### src/rtl/assert_macros.svh
// ============================================================================
// Assertion macros
// Concurrent assertion wrappers shared by the pose transform RTL. They expand
// to nothing when SYNTHESIS is defined.
// ============================================================================
`ifndef ASSERT_MACROS_SVH
`define ASSERT_MACROS_SVH
`ifndef SYNTHESIS
`define PPFT_ASSERT(lbl, clk, rst, prop) \
   lbl: assert property (@(posedge clk) disable iff (rst) prop) \
      else $error("property violated");
`define PPFT_NEVER(lbl, clk, rst, prop) \
   lbl: assert property (@(posedge clk) disable iff (rst) !(prop)) \
      else $error("forbidden condition seen");
`else
`define PPFT_ASSERT(lbl, clk, rst, prop)
`define PPFT_NEVER(lbl, clk, rst, prop)
`endif
`endif

### src/rtl/ppft_pkg.sv
// ============================================================================
// Pose transform package
// Widths, constants and types shared by the planar pose transform pipeline.
// ============================================================================
package ppft_pkg;

   localparam int POS_BITS      = 32;
   localparam int ANGLE_BITS    = 16;
   localparam int CORDIC_STAGES = 16;

   localparam int FRAC       = 30;
   localparam int ZW         = 32;
   localparam int CW         = FRAC + 2;
   localparam int XW         = FRAC + 3;
   localparam int AW         = POS_BITS + 1;
   localparam int HW         = ANGLE_BITS + 1;
   localparam int ATAN_DEPTH = 32;
   localparam int ATAN_IDX_W = 5;
   localparam int LATENCY    = CORDIC_STAGES + 6;

   localparam logic signed [CW-1:0] Q_ONE = {2'b01, {FRAC{1'b0}}};
   localparam logic signed [CW-1:0] Q_NEG = {2'b11, {FRAC{1'b0}}};
   localparam logic signed [CW-1:0] GAIN  = CW'(652032874);

   localparam logic [ZW-1:0] ATAN_TABLE [ATAN_DEPTH] = '{
      32'h20000000, 32'h12E4051E, 32'h09FB385B, 32'h051111D4, 32'h028B0D43,
      32'h0145D7E1, 32'h00A2F61E, 32'h00517C55, 32'h0028BE53, 32'h00145F2F,
      32'h000A2F98, 32'h000517CC, 32'h00028BE6, 32'h000145F3, 32'h0000A2F9,
      32'h0000517C, 32'h000028BE, 32'h0000145F, 32'h00000A2F, 32'h00000517,
      32'h0000028B, 32'h00000145, 32'h000000A2, 32'h00000051, 32'h00000028,
      32'h00000014, 32'h0000000A, 32'h00000005, 32'h00000002, 32'h00000001,
      32'h00000000, 32'h00000000
   };

   typedef enum logic {
      KIND_TO_WORLD,
      KIND_TO_BASE
   } kind_type;

   typedef enum logic [1:0] {
      QUAD_EAST,
      QUAD_NORTH,
      QUAD_WEST,
      QUAD_SOUTH
   } quad_type;

   typedef struct packed {
      kind_type                   kind;
      quad_type                   quad;
      logic signed [AW-1:0]       a;
      logic signed [AW-1:0]       b;
      logic signed [POS_BITS-1:0] ox;
      logic signed [POS_BITS-1:0] oy;
      logic signed [HW-1:0]       heading;
   } ctx_type;

   typedef struct packed {
      logic signed [XW-1:0] x;
      logic signed [XW-1:0] y;
      logic signed [ZW-1:0] z;
   } rot_type;

endpackage

### src/rtl/ppft_cordic_cell.sv
// ============================================================================
// CORDIC cell
// One rotation-mode micro-rotation; hands its vector, residual angle and the
// pose context to the next cell every cycle.
// ============================================================================
module ppft_cordic_cell (
   input  logic                               clock,
   input  logic                               reset,
   input  logic [ppft_pkg::ATAN_IDX_W-1:0]    stage,
   input  logic                               up_valid,
   input  ppft_pkg::ctx_type                  up_ctx,
   input  ppft_pkg::rot_type                  up_rot,
   output logic                               dn_valid,
   output ppft_pkg::ctx_type                  dn_ctx,
   output ppft_pkg::rot_type                  dn_rot
);

   localparam int XW = ppft_pkg::XW;
   localparam int ZW = ppft_pkg::ZW;

   logic                 valid_ff;
   ppft_pkg::ctx_type    ctx_ff;
   ppft_pkg::rot_type    rot_ff;
   ppft_pkg::rot_type    rot_in;
   logic signed [XW-1:0] x_shift;
   logic signed [XW-1:0] y_shift;
   logic signed [ZW-1:0] step;

   always_comb begin
      x_shift = up_rot.x >>> stage;
      y_shift = up_rot.y >>> stage;
      step    = $signed(ppft_pkg::ATAN_TABLE[stage]);
      if (!up_rot.z[ZW-1]) begin
         rot_in.x = up_rot.x - y_shift;
         rot_in.y = up_rot.y + x_shift;
         rot_in.z = up_rot.z - step;
      end else begin
         rot_in.x = up_rot.x + y_shift;
         rot_in.y = up_rot.y - x_shift;
         rot_in.z = up_rot.z + step;
      end
   end

   always_ff @(posedge clock) begin
      if (reset) begin
         valid_ff <= 1'b0;
      end else begin
         valid_ff <= up_valid;
      end
   end

   always_ff @(posedge clock) begin
      ctx_ff <= up_ctx;
      rot_ff <= rot_in;
   end

   assign dn_valid = valid_ff;
   assign dn_ctx   = ctx_ff;
   assign dn_rot   = rot_ff;

endmodule

### config.mk
export PLATFORM = sky130hd
export DESIGN_NAME = ppft_cordic_cell
export DESIGN_NICKNAME = d
export VERILOG_FILES = /design/src/rtl/assert_macros.svh /design/src/rtl/ppft_pkg.sv /design/src/rtl/ppft_cordic_cell.sv
export SDC_FILE = /design/constraint.sdc
export NUM_CORES = 1
export LEC_CHECK = 0
export BUFFER_PORTS_ARGS = -buffer_cell sky130_fd_sc_hd__buf_2
export CAP_MARGIN = 30
export CORE_MARGIN = 1
export CORE_UTILIZATION = 35
export CTS_CLUSTER_SIZE = 24
export DETAILED_ROUTE_END_ITERATION = 10
export GPL_TIMING_DRIVEN = 0
export PLACE_DENSITY = 0.59
export SKIP_LAST_GASP = 1
export SLEW_MARGIN = 20
export SYNTH_ARGS = -nofsm -noshare
export SYNTH_HDL_FRONTEND = slang
export SYNTH_SLANG_ARGS = --single-unit
### constraint.sdc
create_clock -name clock -period 18.3 [get_ports clock]
set_clock_uncertainty 0.2 [all_clocks]
set_input_delay 1.83 -clock clock [delete_from_list [all_inputs] [get_ports clock]]
set_output_delay 1.83 -clock clock [all_outputs]
set_load 0.1 [all_outputs]
==> metrics.yaml <==
finish:
  fill_cells: 4703
  instances_no_fill: 2994
  syn_to_final_growth_pct: 25.8
  drive_gt1_share_pct: 31.6
  final_area_mm2: 0.0213
  final_util_pct: 44.6
  nets: 2715
logic_synthesis:
  synth_top_area_share_pct: 29.5
  ys_warn_count: 0
  synthTopCellsByArea: "dfxtp_1 29%, mux4_2 9.6%, ha_1 7.8%"
  postSynthNetCount: 2175
  ys.flop_type: "dfxtp_1"
  syn-mean-instance-area_um2: 9.33
  async_flop_share_pct: 0
  yosysTopAreaCell: "dfxtp_1"
  synth_area_mm2: 0.0169
  ys_types: 90
  seq_area_frac_synth_pct: 29.5
  ys_ff_latch: 249
  syn_inst: 1811
  synth_edf_count: 0
power:
  swShare_pct: 53.6
  pwr-share-seq_pct: 23.5
  combPwrFrac_pct: 56.5
  p_int_mw: 1.35
  powerDensity_mw_per_mm2: 137
  p_leak_nw: 9.61
  total_power_mw: 2.90
  max-vdd-ir-drop_v: 0.000122
  clkPwrFrac_pct: 20.0
  p_sw_mw: 1.56
grt:
  grt_antenna_before_repair: 18
  overflow: 0
  grt_usage_pct: 35.4
  grt_pass1_wl_um: 126000
  first_global_vias: 17500
  grt_max_degree: 16
worst_setup_path:
  crit_slowest_cell: "clkbuf_1"
  timing.critical_path.to_type: "flip-flop"
  worstSetupStartpointType: "primary input"
  cp.arrival_ns: 10.93
  cpPeakStageDelay_ns: 0.76
  path_class: "in2reg"
  cp.required_ns: 18.54
  path_buf_inv: 9
  path_common_cell: "a21oi_1"
  worst_path_dominant_cell_family: "buffers and inverters"
  cp_max_fo: 10
placement:
  place_hpwl_um: 73100
  post_dp_cell_area_mm2: 0.0203
  dp.cells: 2935
  io_buffer_count: 502
  pre_cts_ws_ns: 6.83
  place.gp.congestion: 0.997
detailed_routing:
  wl_met2_um: 42300
  wl_met1_um: 36600
  antenna_left: 0
  drc: 0
  via_count: 17500
  dr_wl_met3_um: 6590
  avgRoutedWirePerCell_um: 29.9
  top_layer: "met5"
  drtIter0Drc: 1416
  dr.pass1.iters: 5
  routed_wirelength_um: 89700
  avgViaCountPerCell: 5.85
run_status:
  outcome: "complete, no violations"
clocking:
  cts_resized: 0
  htreeDepth: 1
  cts-hold-fix-buffers: 0
  cts.clk_slew.worst_paths_ns: 0.07
  postCtsSetupRepairBufs: 0
  numCtsBuffers: 27
  cts_root_buf: "clkbuf_16"
  cts_sinks: 249
  cts.path.max_buffers: 3
  cts_tree: "built"
timing:
  hold_viol_final: 0
  worst_slack_ns: 7.62
  rsz0062_at_grt: "false"
  relSlewSlack_pct: 30.2
  fin_crit_sh_pct: 58.4
  worstMarginPinSlew_ns: 1.05
  min_period_ns: 10.68
  timing.fmax_ghz: 0.0936
  hold_ws_ns: 1.15
  slew_viol_final: 0
  finalSetupViolCount: 0
  tns_ns: 0
floorplanning:
  die_width_um: 222
  start_util_pct: 35.5
  num_rows: 80
  pin_count: 505
  dieArea_mm2: 0.0492
  core-area_mm2: 0.0476
  die_h_um: 222
hold_path:
  worstHoldPathType: "in2reg"
run:
  cap_violations: 0
==> cell usage after synthesis (all sizes together), types with 12 or more instances <==
cell and count:
nand2 129, a31oi 34, nand2b 24, o21bai 12
and3 16, inv 41, xor2 76, o22ai 15
xnor2 88, mux4 72, mux2i 71, nor2b 17
o21ai 78, a21oi 165, a211oi 24, o211ai 20
ha 105, dfxtp 249, and2 23, nand3 28
clkbuf 34, buf 63, a21o 37, o21a 21
nor3 26, mux2 45, nor2 123
==> logic make-up after synthesis <==
group,share of synthesized area [%]
AO/OA/AOI/OAI,19.9
XOR/XNOR,8.64
adder cells (fa/ha/maj),8.13
buffers and inverters,3.95
flip-flops,29.5
multiplexers,16.8
AND/OR/NAND/NOR,13.1
==> worst paths after layout <==
kind | start | to | slack [ns] | cells after the start
worst max-delay path | stage[4] | dn_rot[97] | 7.62 | 25
worst min-delay path | up_ctx[134] | dn_ctx[134] | 1.15 | 1
==> per-layer routing <==
layer  track usage (%)  vias to the layer above
li1                  -                     7859
met2              59.0                      881
met5                 0                        -
met3              6.25                      208
met4              16.5                        6
met1              44.3                     8555
==> cell type report <==
type,instances,area (um2),share of cell area (%)
plain buffers,97,514,2.42
clock inverters,19,230,1.08
multi-input cells,1424,11200,52.9
flip-flops and latches,249,4980,23.4
inverters,41,154,0.724
clock buffers,30,717,3.37
well taps,615,769,3.62
repair buffers,511,2630,12.3
diodes,8,20.0,0.0942
==> sequential cells by signal (all words and copies together), names as in the netlist <==
signal and count:
dn_ctx 150, dn_rot 98, dn_valid 1
==> power groups by stage <==
| stage | registers (mW) | logic (mW) | clock network, mW |
|---|---|---|---|
| floorplan | 1.51 | 0.468 | 0 |
| global placement | 0.693 | 1.62 | 0 |
| detailed placement | 0.695 | 1.62 | 0 |
| CTS | 0.685 | 1.63 | 0.594 |
| global route | 0.694 | 1.70 | 0.616 |
| finish | 0.683 | 1.64 | 0.580 |
==> cells in the final DEF, fill, tap and decap left out, drive strengths merged, types with 7 or more instances in the layout <==
master    n
a21oi   165
o31ai     9
nor3     26
nor2    123
a22oi     8
or3      10
diode     8
clkbuf   64
nand2   129
buf     574
and2     23
mux4     72
o21ai    78
or2       8
o21a     21
ha      105
dfxtp   249
nor2b    17
xnor2    88
mux2     45
nand2b   24
nand3    28
a21boi    7
o21bai   12
clkinv    8
mux2i    71
inv      44
o211ai   20
a211oi   24
a211o     7
a21o     37
nand4    11
and3     16
xor2     76
a31oi    34
o22ai    15
Note: power is estimated with default switching activity, not from simulation.
