**src/rtl/assert_macros.svh**
```systemverilog
// ============================================================================
// Assertion macros
// Concurrent assertion wrappers shared by the pose transform RTL. They expand
// to nothing when SYNTHESIS is defined.
// ============================================================================
`ifndef ASSERT_MACROS_SVH
`define ASSERT_MACROS_SVH
`ifndef SYNTHESIS
`define PPFT_ASSERT(lbl, clk, rst, prop) \
   lbl: assert property (@(posedge clk) disable iff (rst) prop) \
      else $error("property violated");
`define PPFT_NEVER(lbl, clk, rst, prop) \
   lbl: assert property (@(posedge clk) disable iff (rst) !(prop)) \
      else $error("forbidden condition seen");
`else
`define PPFT_ASSERT(lbl, clk, rst, prop)
`define PPFT_NEVER(lbl, clk, rst, prop)
`endif
`endif

```
**src/rtl/ppft_pkg.sv**
```systemverilog
// ============================================================================
// Pose transform package
// Widths, constants and types shared by the planar pose transform pipeline.
// ============================================================================
package ppft_pkg;

   localparam int POS_BITS      = 32;
   localparam int ANGLE_BITS    = 16;
   localparam int CORDIC_STAGES = 16;

   localparam int FRAC       = 30;
   localparam int ZW         = 32;
   localparam int CW         = FRAC + 2;
   localparam int XW         = FRAC + 3;
   localparam int AW         = POS_BITS + 1;
   localparam int HW         = ANGLE_BITS + 1;
   localparam int ATAN_DEPTH = 32;
   localparam int ATAN_IDX_W = 5;
   localparam int LATENCY    = CORDIC_STAGES + 6;

   localparam logic signed [CW-1:0] Q_ONE = {2'b01, {FRAC{1'b0}}};
   localparam logic signed [CW-1:0] Q_NEG = {2'b11, {FRAC{1'b0}}};
   localparam logic signed [CW-1:0] GAIN  = CW'(652032874);

   localparam logic [ZW-1:0] ATAN_TABLE [ATAN_DEPTH] = '{
      32'h20000000, 32'h12E4051E, 32'h09FB385B, 32'h051111D4, 32'h028B0D43,
      32'h0145D7E1, 32'h00A2F61E, 32'h00517C55, 32'h0028BE53, 32'h00145F2F,
      32'h000A2F98, 32'h000517CC, 32'h00028BE6, 32'h000145F3, 32'h0000A2F9,
      32'h0000517C, 32'h000028BE, 32'h0000145F, 32'h00000A2F, 32'h00000517,
      32'h0000028B, 32'h00000145, 32'h000000A2, 32'h00000051, 32'h00000028,
      32'h00000014, 32'h0000000A, 32'h00000005, 32'h00000002, 32'h00000001,
      32'h00000000, 32'h00000000
   };

   typedef enum logic {
      KIND_TO_WORLD,
      KIND_TO_BASE
   } kind_type;

   typedef enum logic [1:0] {
      QUAD_EAST,
      QUAD_NORTH,
      QUAD_WEST,
      QUAD_SOUTH
   } quad_type;

   typedef struct packed {
      kind_type                   kind;
      quad_type                   quad;
      logic signed [AW-1:0]       a;
      logic signed [AW-1:0]       b;
      logic signed [POS_BITS-1:0] ox;
      logic signed [POS_BITS-1:0] oy;
      logic signed [HW-1:0]       heading;
   } ctx_type;

   typedef struct packed {
      logic signed [XW-1:0] x;
      logic signed [XW-1:0] y;
      logic signed [ZW-1:0] z;
   } rot_type;

endpackage

```
**src/rtl/ppft_prep.sv**
```systemverilog
// ============================================================================
// Pose transform front end
// Splits the base heading into quadrant and residual angle, forms the operands
// for the selected direction and wraps the result heading.
// ============================================================================
module ppft_prep (
   input  logic                                  clock,
   input  logic                                  reset,
   input  logic                                  accept,
   input  logic                                  req_kind,
   input  logic signed [ppft_pkg::POS_BITS-1:0]  req_base_x,
   input  logic signed [ppft_pkg::POS_BITS-1:0]  req_base_y,
   input  logic signed [ppft_pkg::ANGLE_BITS-1:0] req_base_heading,
   input  logic signed [ppft_pkg::POS_BITS-1:0]  req_pt_x,
   input  logic signed [ppft_pkg::POS_BITS-1:0]  req_pt_y,
   input  logic signed [ppft_pkg::ANGLE_BITS-1:0] req_pt_heading,
   output logic                                  dn_valid,
   output ppft_pkg::ctx_type                     dn_ctx,
   output ppft_pkg::rot_type                     dn_rot
);

   localparam int ZW = ppft_pkg::ZW;
   localparam int AB = ppft_pkg::ANGLE_BITS;
   localparam int AW = ppft_pkg::AW;
   localparam int XW = ppft_pkg::XW;
   localparam logic [ZW-1:0] QUARTER_ROUND = {3'b001, {(ZW - 3){1'b0}}};

   logic              valid_ff;
   ppft_pkg::ctx_type ctx_ff;
   ppft_pkg::ctx_type ctx_in;
   ppft_pkg::rot_type rot_ff;
   ppft_pkg::rot_type rot_in;
   logic [ZW-1:0]     z_full;
   logic [ZW-1:0]     z_round;
   logic [ZW-1:0]     z_resid;
   logic [AB-1:0]     head_sum;
   logic              to_base;

   always_comb begin
      to_base  = (ppft_pkg::kind_type'(req_kind) == ppft_pkg::KIND_TO_BASE);
      z_full   = {req_base_heading, {(ZW - AB){1'b0}}};
      z_round  = z_full + QUARTER_ROUND;
      z_resid  = z_full - {z_round[ZW-1:ZW-2], {(ZW - 2){1'b0}}};
      head_sum = to_base ? (req_pt_heading - req_base_heading)
                         : (req_base_heading + req_pt_heading);

      ctx_in.kind    = ppft_pkg::kind_type'(req_kind);
      ctx_in.quad    = ppft_pkg::quad_type'(z_round[ZW-1:ZW-2]);
      ctx_in.a       = to_base ? (AW'(req_pt_x) - AW'(req_base_x)) : AW'(req_pt_x);
      ctx_in.b       = to_base ? (AW'(req_pt_y) - AW'(req_base_y)) : AW'(req_pt_y);
      ctx_in.ox      = to_base ? '0 : req_base_x;
      ctx_in.oy      = to_base ? '0 : req_base_y;
      ctx_in.heading = {head_sum[AB-1] & (|head_sum[AB-2:0]), head_sum};

      rot_in.x = XW'(ppft_pkg::Q_ONE);
      rot_in.y = '0;
      rot_in.z = $signed(z_resid);
   end

   always_ff @(posedge clock) begin
      if (reset) begin
         valid_ff <= 1'b0;
      end else begin
         valid_ff <= accept;
      end
   end

   always_ff @(posedge clock) begin
      ctx_ff <= ctx_in;
      rot_ff <= rot_in;
   end

   assign dn_valid = valid_ff;
   assign dn_ctx   = ctx_ff;
   assign dn_rot   = rot_ff;

endmodule

```
**config.mk**
```make
export PLATFORM = sky130hd
export DESIGN_NAME = ppft_prep
export DESIGN_NICKNAME = d
export VERILOG_FILES = /design/src/rtl/assert_macros.svh /design/src/rtl/ppft_pkg.sv /design/src/rtl/ppft_prep.sv
export SDC_FILE = /design/constraint.sdc
export NUM_CORES = 1
export LEC_CHECK = 0
export BUFFER_PORTS_ARGS = -buffer_cell sky130_fd_sc_hd__buf_2
export CAP_MARGIN = 40
export CORE_ASPECT_RATIO = 0.8
export CORE_MARGIN = 8
export CORE_UTILIZATION = 37
export CTS_CLUSTER_SIZE = 20
export DETAILED_ROUTE_END_ITERATION = 6
export MAX_ROUTING_LAYER = met4
export REMOVE_ABC_BUFFERS = 1
export SYNTH_ARGS = -nofsm -noshare
export SYNTH_HDL_FRONTEND = slang
export SYNTH_SLANG_ARGS = --single-unit
```
**constraint.sdc**
```tcl
create_clock -name clock -period 14 [get_ports clock]
set_input_delay 2.8 -clock clock [delete_from_list [all_inputs] [get_ports clock]]
set_output_delay 2.8 -clock clock [all_outputs]
set_load 0.005 [all_outputs]
```
==> out/summary.txt <==
=================================================================================
CTS Buf Count ......................................................           17
Top cell types by occurrence after synthesis ....................... sky130_fd_sc_hd__dfxtp_1, sky130_fd_sc_hd__nor2_1, sky130_fd_sc_hd__inv_1, sky130_fd_sc_hd__ha_1, sky130_fd_sc_hd__buf_4
Overflow left after global routing .................................            0
Xor and xnor area share after synthesis ............................      0.07252
Final setup fails ..................................................            0
Area fraction in compound gates after synthesis ....................       0.1632
Power density normalized to cell area .............................. 124.8 nW/um2
Number of antenna violations at the first check in global routing ..            4
Kind of launch point of the worst setup path ....................... primary input
Final worst path period share ......................................       0.4451
Power consumption ..................................................     1.470 mW
Layout cell share with drive strength beyond 1 .....................       0.2963
Syn avg cell area ..................................................    8.887 um2
Post-synth top area share ..........................................       0.3549
Fin crit period ....................................................     6.232 ns
Number of sinks handled by clock tree synthesis ....................          167
Most area-hungry cell type in the Yosys netlist .................... sky130_fd_sc_hd__dfxtp_1
Gates resized, CTS repair ..........................................            0
Final weighted congestion in routability-driven placement ..........       0.8684
Main combinational cell family by area after synthesis ............. compound AO/OA/AOI/OAI gates
Global router's overall resource usage .............................       0.1845
Core Footprint .....................................................   25,180 um2
Via density ........................................................        4.708
Worst-case hold slack ..............................................     2.508 ns
Outcome ............................................................ finished clean
Final standard cell count with taps included and fillers excluded ..        1,725
Starting DRT DRC Count .............................................          378
Maximum clock path buffer count ....................................            2
Placed Instances ...................................................        1,689
Maximum level of the CTS H-tree ....................................            4
Final layout net count .............................................        1,634
Multiplexer fraction of the synthesized cell area ..................      0.04967
Critical path data required time ...................................     14.32 ns
Clock tree from TritonCTS ..........................................          yes
Boundary Pins ......................................................          413
Routed vias ........................................................        8,121
Reported leakage power .............................................     6.006 nW
Register area share after synthesis ................................       0.3549
Post-Syn Instances .................................................        1,060
DRC violation count after routing ..................................            0
Post-synthesis to final-layout area growth .........................       25.02%
Largest net degree at the start of global routing ..................           79
First-pass GRT wire length .........................................     44.88 mm
Post-layout utilization of the core ................................       0.4678
Hold buffers post-CTS ..............................................            0
Max-slew violation count ...........................................            0
Warning count from the yosys run ...................................            0
Top post-synthesis cells by area ................................... sky130_fd_sc_hd__dfxtp_1, sky130_fd_sc_hd__ha_1, sky130_fd_sc_hd__buf_4
Setup bufs post-CTS ................................................            0
Area used by multi-input combinational logic .......................     5338 um2
Transition at the pin with the smallest max-transition slack .......    0.8712 ns
Unique cell type count in the Yosys netlist ........................           63
Number of rows created at floorplan ................................           52
Number of enable-type register cells in the synthesized netlist ....            0
Capturing element type of the critical path ........................         flop
DP Wirelength ......................................................     22.97 mm
Cell chosen for the clock root ..................................... sky130_fd_sc_hd__clkbuf_16
Filler instances ...................................................        2,495
Pre-antenna DRT Iters ..............................................            4
Crit Path Max Fanout ...............................................           69
Max cap viols ......................................................            0
Fraction of the mapped netlist area in adder cells .................       0.1166
Seq. cell area .....................................................     3343 um2
Count of buffers from port buffering ...............................          330
Starting Density ...................................................       0.3741
Via count of the first global-routing pass .........................        8,574
Async set-or-reset flop fraction in the synthesized netlist ........            0
Register clock-pin slew on the reported worst setup and hold paths .      0.06 ns
Flip-flop cell with the highest count after synthesis .............. sky130_fd_sc_hd__dfxtp_1
Die Footprint ......................................................   30,850 um2
HP Class ........................................................... primary input to flop
Worst slew margin ..................................................       0.4192
Netlist area before placement ......................................     9420 um2
Die Span Y .........................................................     158.7 um
Setup repair after global routing missed its margin ................           no
Number of antenna-violating nets in the routed design ..............            0
Hold path cells ....................................................            1
Final sum of negative setup slack ..................................         0 ns
Most used standard cell by instance count after synthesis .......... sky130_fd_sc_hd__dfxtp_1
Worst-case vdd ir drop ............................................. 0.00007593 V
Post-synthesis sequential element count ............................          167
Maximum operating frequency ........................................    160.5 MHz
Critical path class ................................................ primary input to flop
Horiz. Die Dim .....................................................     194.4 um
Wire length per cell ...............................................     16.46 um
Area share of and/or/nand/nor cells after synthesis ................       0.1319
Number of endpoints with negative hold slack in the final report ...            0
Detailed Route WL ..................................................     28.39 mm
Arrival time at the worst endpoint .................................      6.55 ns
=================================================================================
cell families (layout without fill, tap and decap cells):
logic type / after synthesis / after routing
AO/OA/AOI/OAI: 229 / 229
XOR/XNOR: 78 / 78
adder cells (fa/ha/maj): 86 / 86
buffers and inverters: 195 / 452
flip-flops: 167 / 167
multiplexers: 42 / 42
other: 2 / 86
AND/OR/NAND/NOR: 261 / 261
through the flow:
stage                     setup WS [ns]  instance area (um2)
after floorplan                   7.833                 9011
after global placement            7.376                11090
after detailed placement          7.330                11090
after CTS                         7.786                11770
after global routing              7.599                11780
final                             7.768                11780
worst paths after layout:
path / slack (ns) / endpoint / from
max: 7.77 / dn_ctx[16] / req_kind
min: 2.51 / dn_rot[21] / req_base_heading[5]
routing by layer:
layer / global-route usage / up-vias / wire length [um]
met1: 0.2181 / 3677 / 12840
li1: - / 4136 / -
met5: - / - / 0
met2: 0.3052 / 287 / 13480
met4: 0.04645 / 0 / 358
met3: 0.05365 / 21 / 1710
report_power, final:
part | leakage, nW | total (mW) | switching (mW) | internal, mW
logic | 4.28 | 0.367 | 0.196 | 0.172
clock network | 0.326 | 0.553 | 0.207 | 0.346
registers | 1.40 | 0.550 | 0.0153 | 0.534
total | 6.01 | 1.47 | 0.418 | 1.05
sequential cells by signal, summed over array words and instances (netlist names):
name	flops
dn_ctx	150
dn_rot	16
dn_valid	1
final cells by class:
cell class,count,area share
Clock buffer,22,0.03941
Sequential cell,167,0.2839
Inverter,88,0.02805
Antenna cell,4,0.0008499
Multi-Input combinational cell,778,0.4532
Timing Repair Buffer,332,0.1420
Tap cell,324,0.03442
Clock inverter,10,0.01817
cells in the final DEF (no fill, tap or decap), types with 5 or more instances in the layout:
master	count
sky130_fd_sc_hd__xor2_1	22
sky130_fd_sc_hd__or2_2	6
sky130_fd_sc_hd__ha_1	83
sky130_fd_sc_hd__conb_1	82
sky130_fd_sc_hd__nor3_1	19
sky130_fd_sc_hd__nand4_1	6
sky130_fd_sc_hd__dfxtp_1	167
sky130_fd_sc_hd__nand2b_1	13
sky130_fd_sc_hd__o211ai_1	9
sky130_fd_sc_hd__o31ai_1	5
sky130_fd_sc_hd__nor2_1	111
sky130_fd_sc_hd__mux2_2	38
sky130_fd_sc_hd__bufinv_16	6
sky130_fd_sc_hd__xnor2_1	56
sky130_fd_sc_hd__and2_1	6
sky130_fd_sc_hd__buf_2	329
sky130_fd_sc_hd__nor2b_1	20
sky130_fd_sc_hd__or3_1	6
sky130_fd_sc_hd__inv_1	88
sky130_fd_sc_hd__nand2_1	46
sky130_fd_sc_hd__clkbuf_16	17
sky130_fd_sc_hd__a211oi_1	8
sky130_fd_sc_hd__a21o_1	35
sky130_fd_sc_hd__a31oi_1	12
sky130_fd_sc_hd__and3_1	9
sky130_fd_sc_hd__o21a_1	11
sky130_fd_sc_hd__a21oi_1	60
sky130_fd_sc_hd__o21ai_0	35
sky130_fd_sc_hd__o21bai_1	10
sky130_fd_sc_hd__nand3_1	6
critical path: stages:
cell	delay, ns
sky130_fd_sc_hd__buf_6	0.22
sky130_fd_sc_hd__inv_1	0.11
sky130_fd_sc_hd__buf_4	0.40
sky130_fd_sc_hd__o21ai_0	0.20
sky130_fd_sc_hd__xor2_1	0.18
sky130_fd_sc_hd__ha_1	0.38
sky130_fd_sc_hd__a21oi_2	0.18
sky130_fd_sc_hd__o21bai_1	0.07
sky130_fd_sc_hd__a31o_2	0.24
sky130_fd_sc_hd__a21o_1	0.19
sky130_fd_sc_hd__a21oi_2	0.14
sky130_fd_sc_hd__xnor2_1	0.10
sky130_fd_sc_hd__or4_1	0.53
sky130_fd_sc_hd__or4_1	0.49
sky130_fd_sc_hd__o31a_1	0.25
Note: power is estimated with default switching activity, not from simulation.
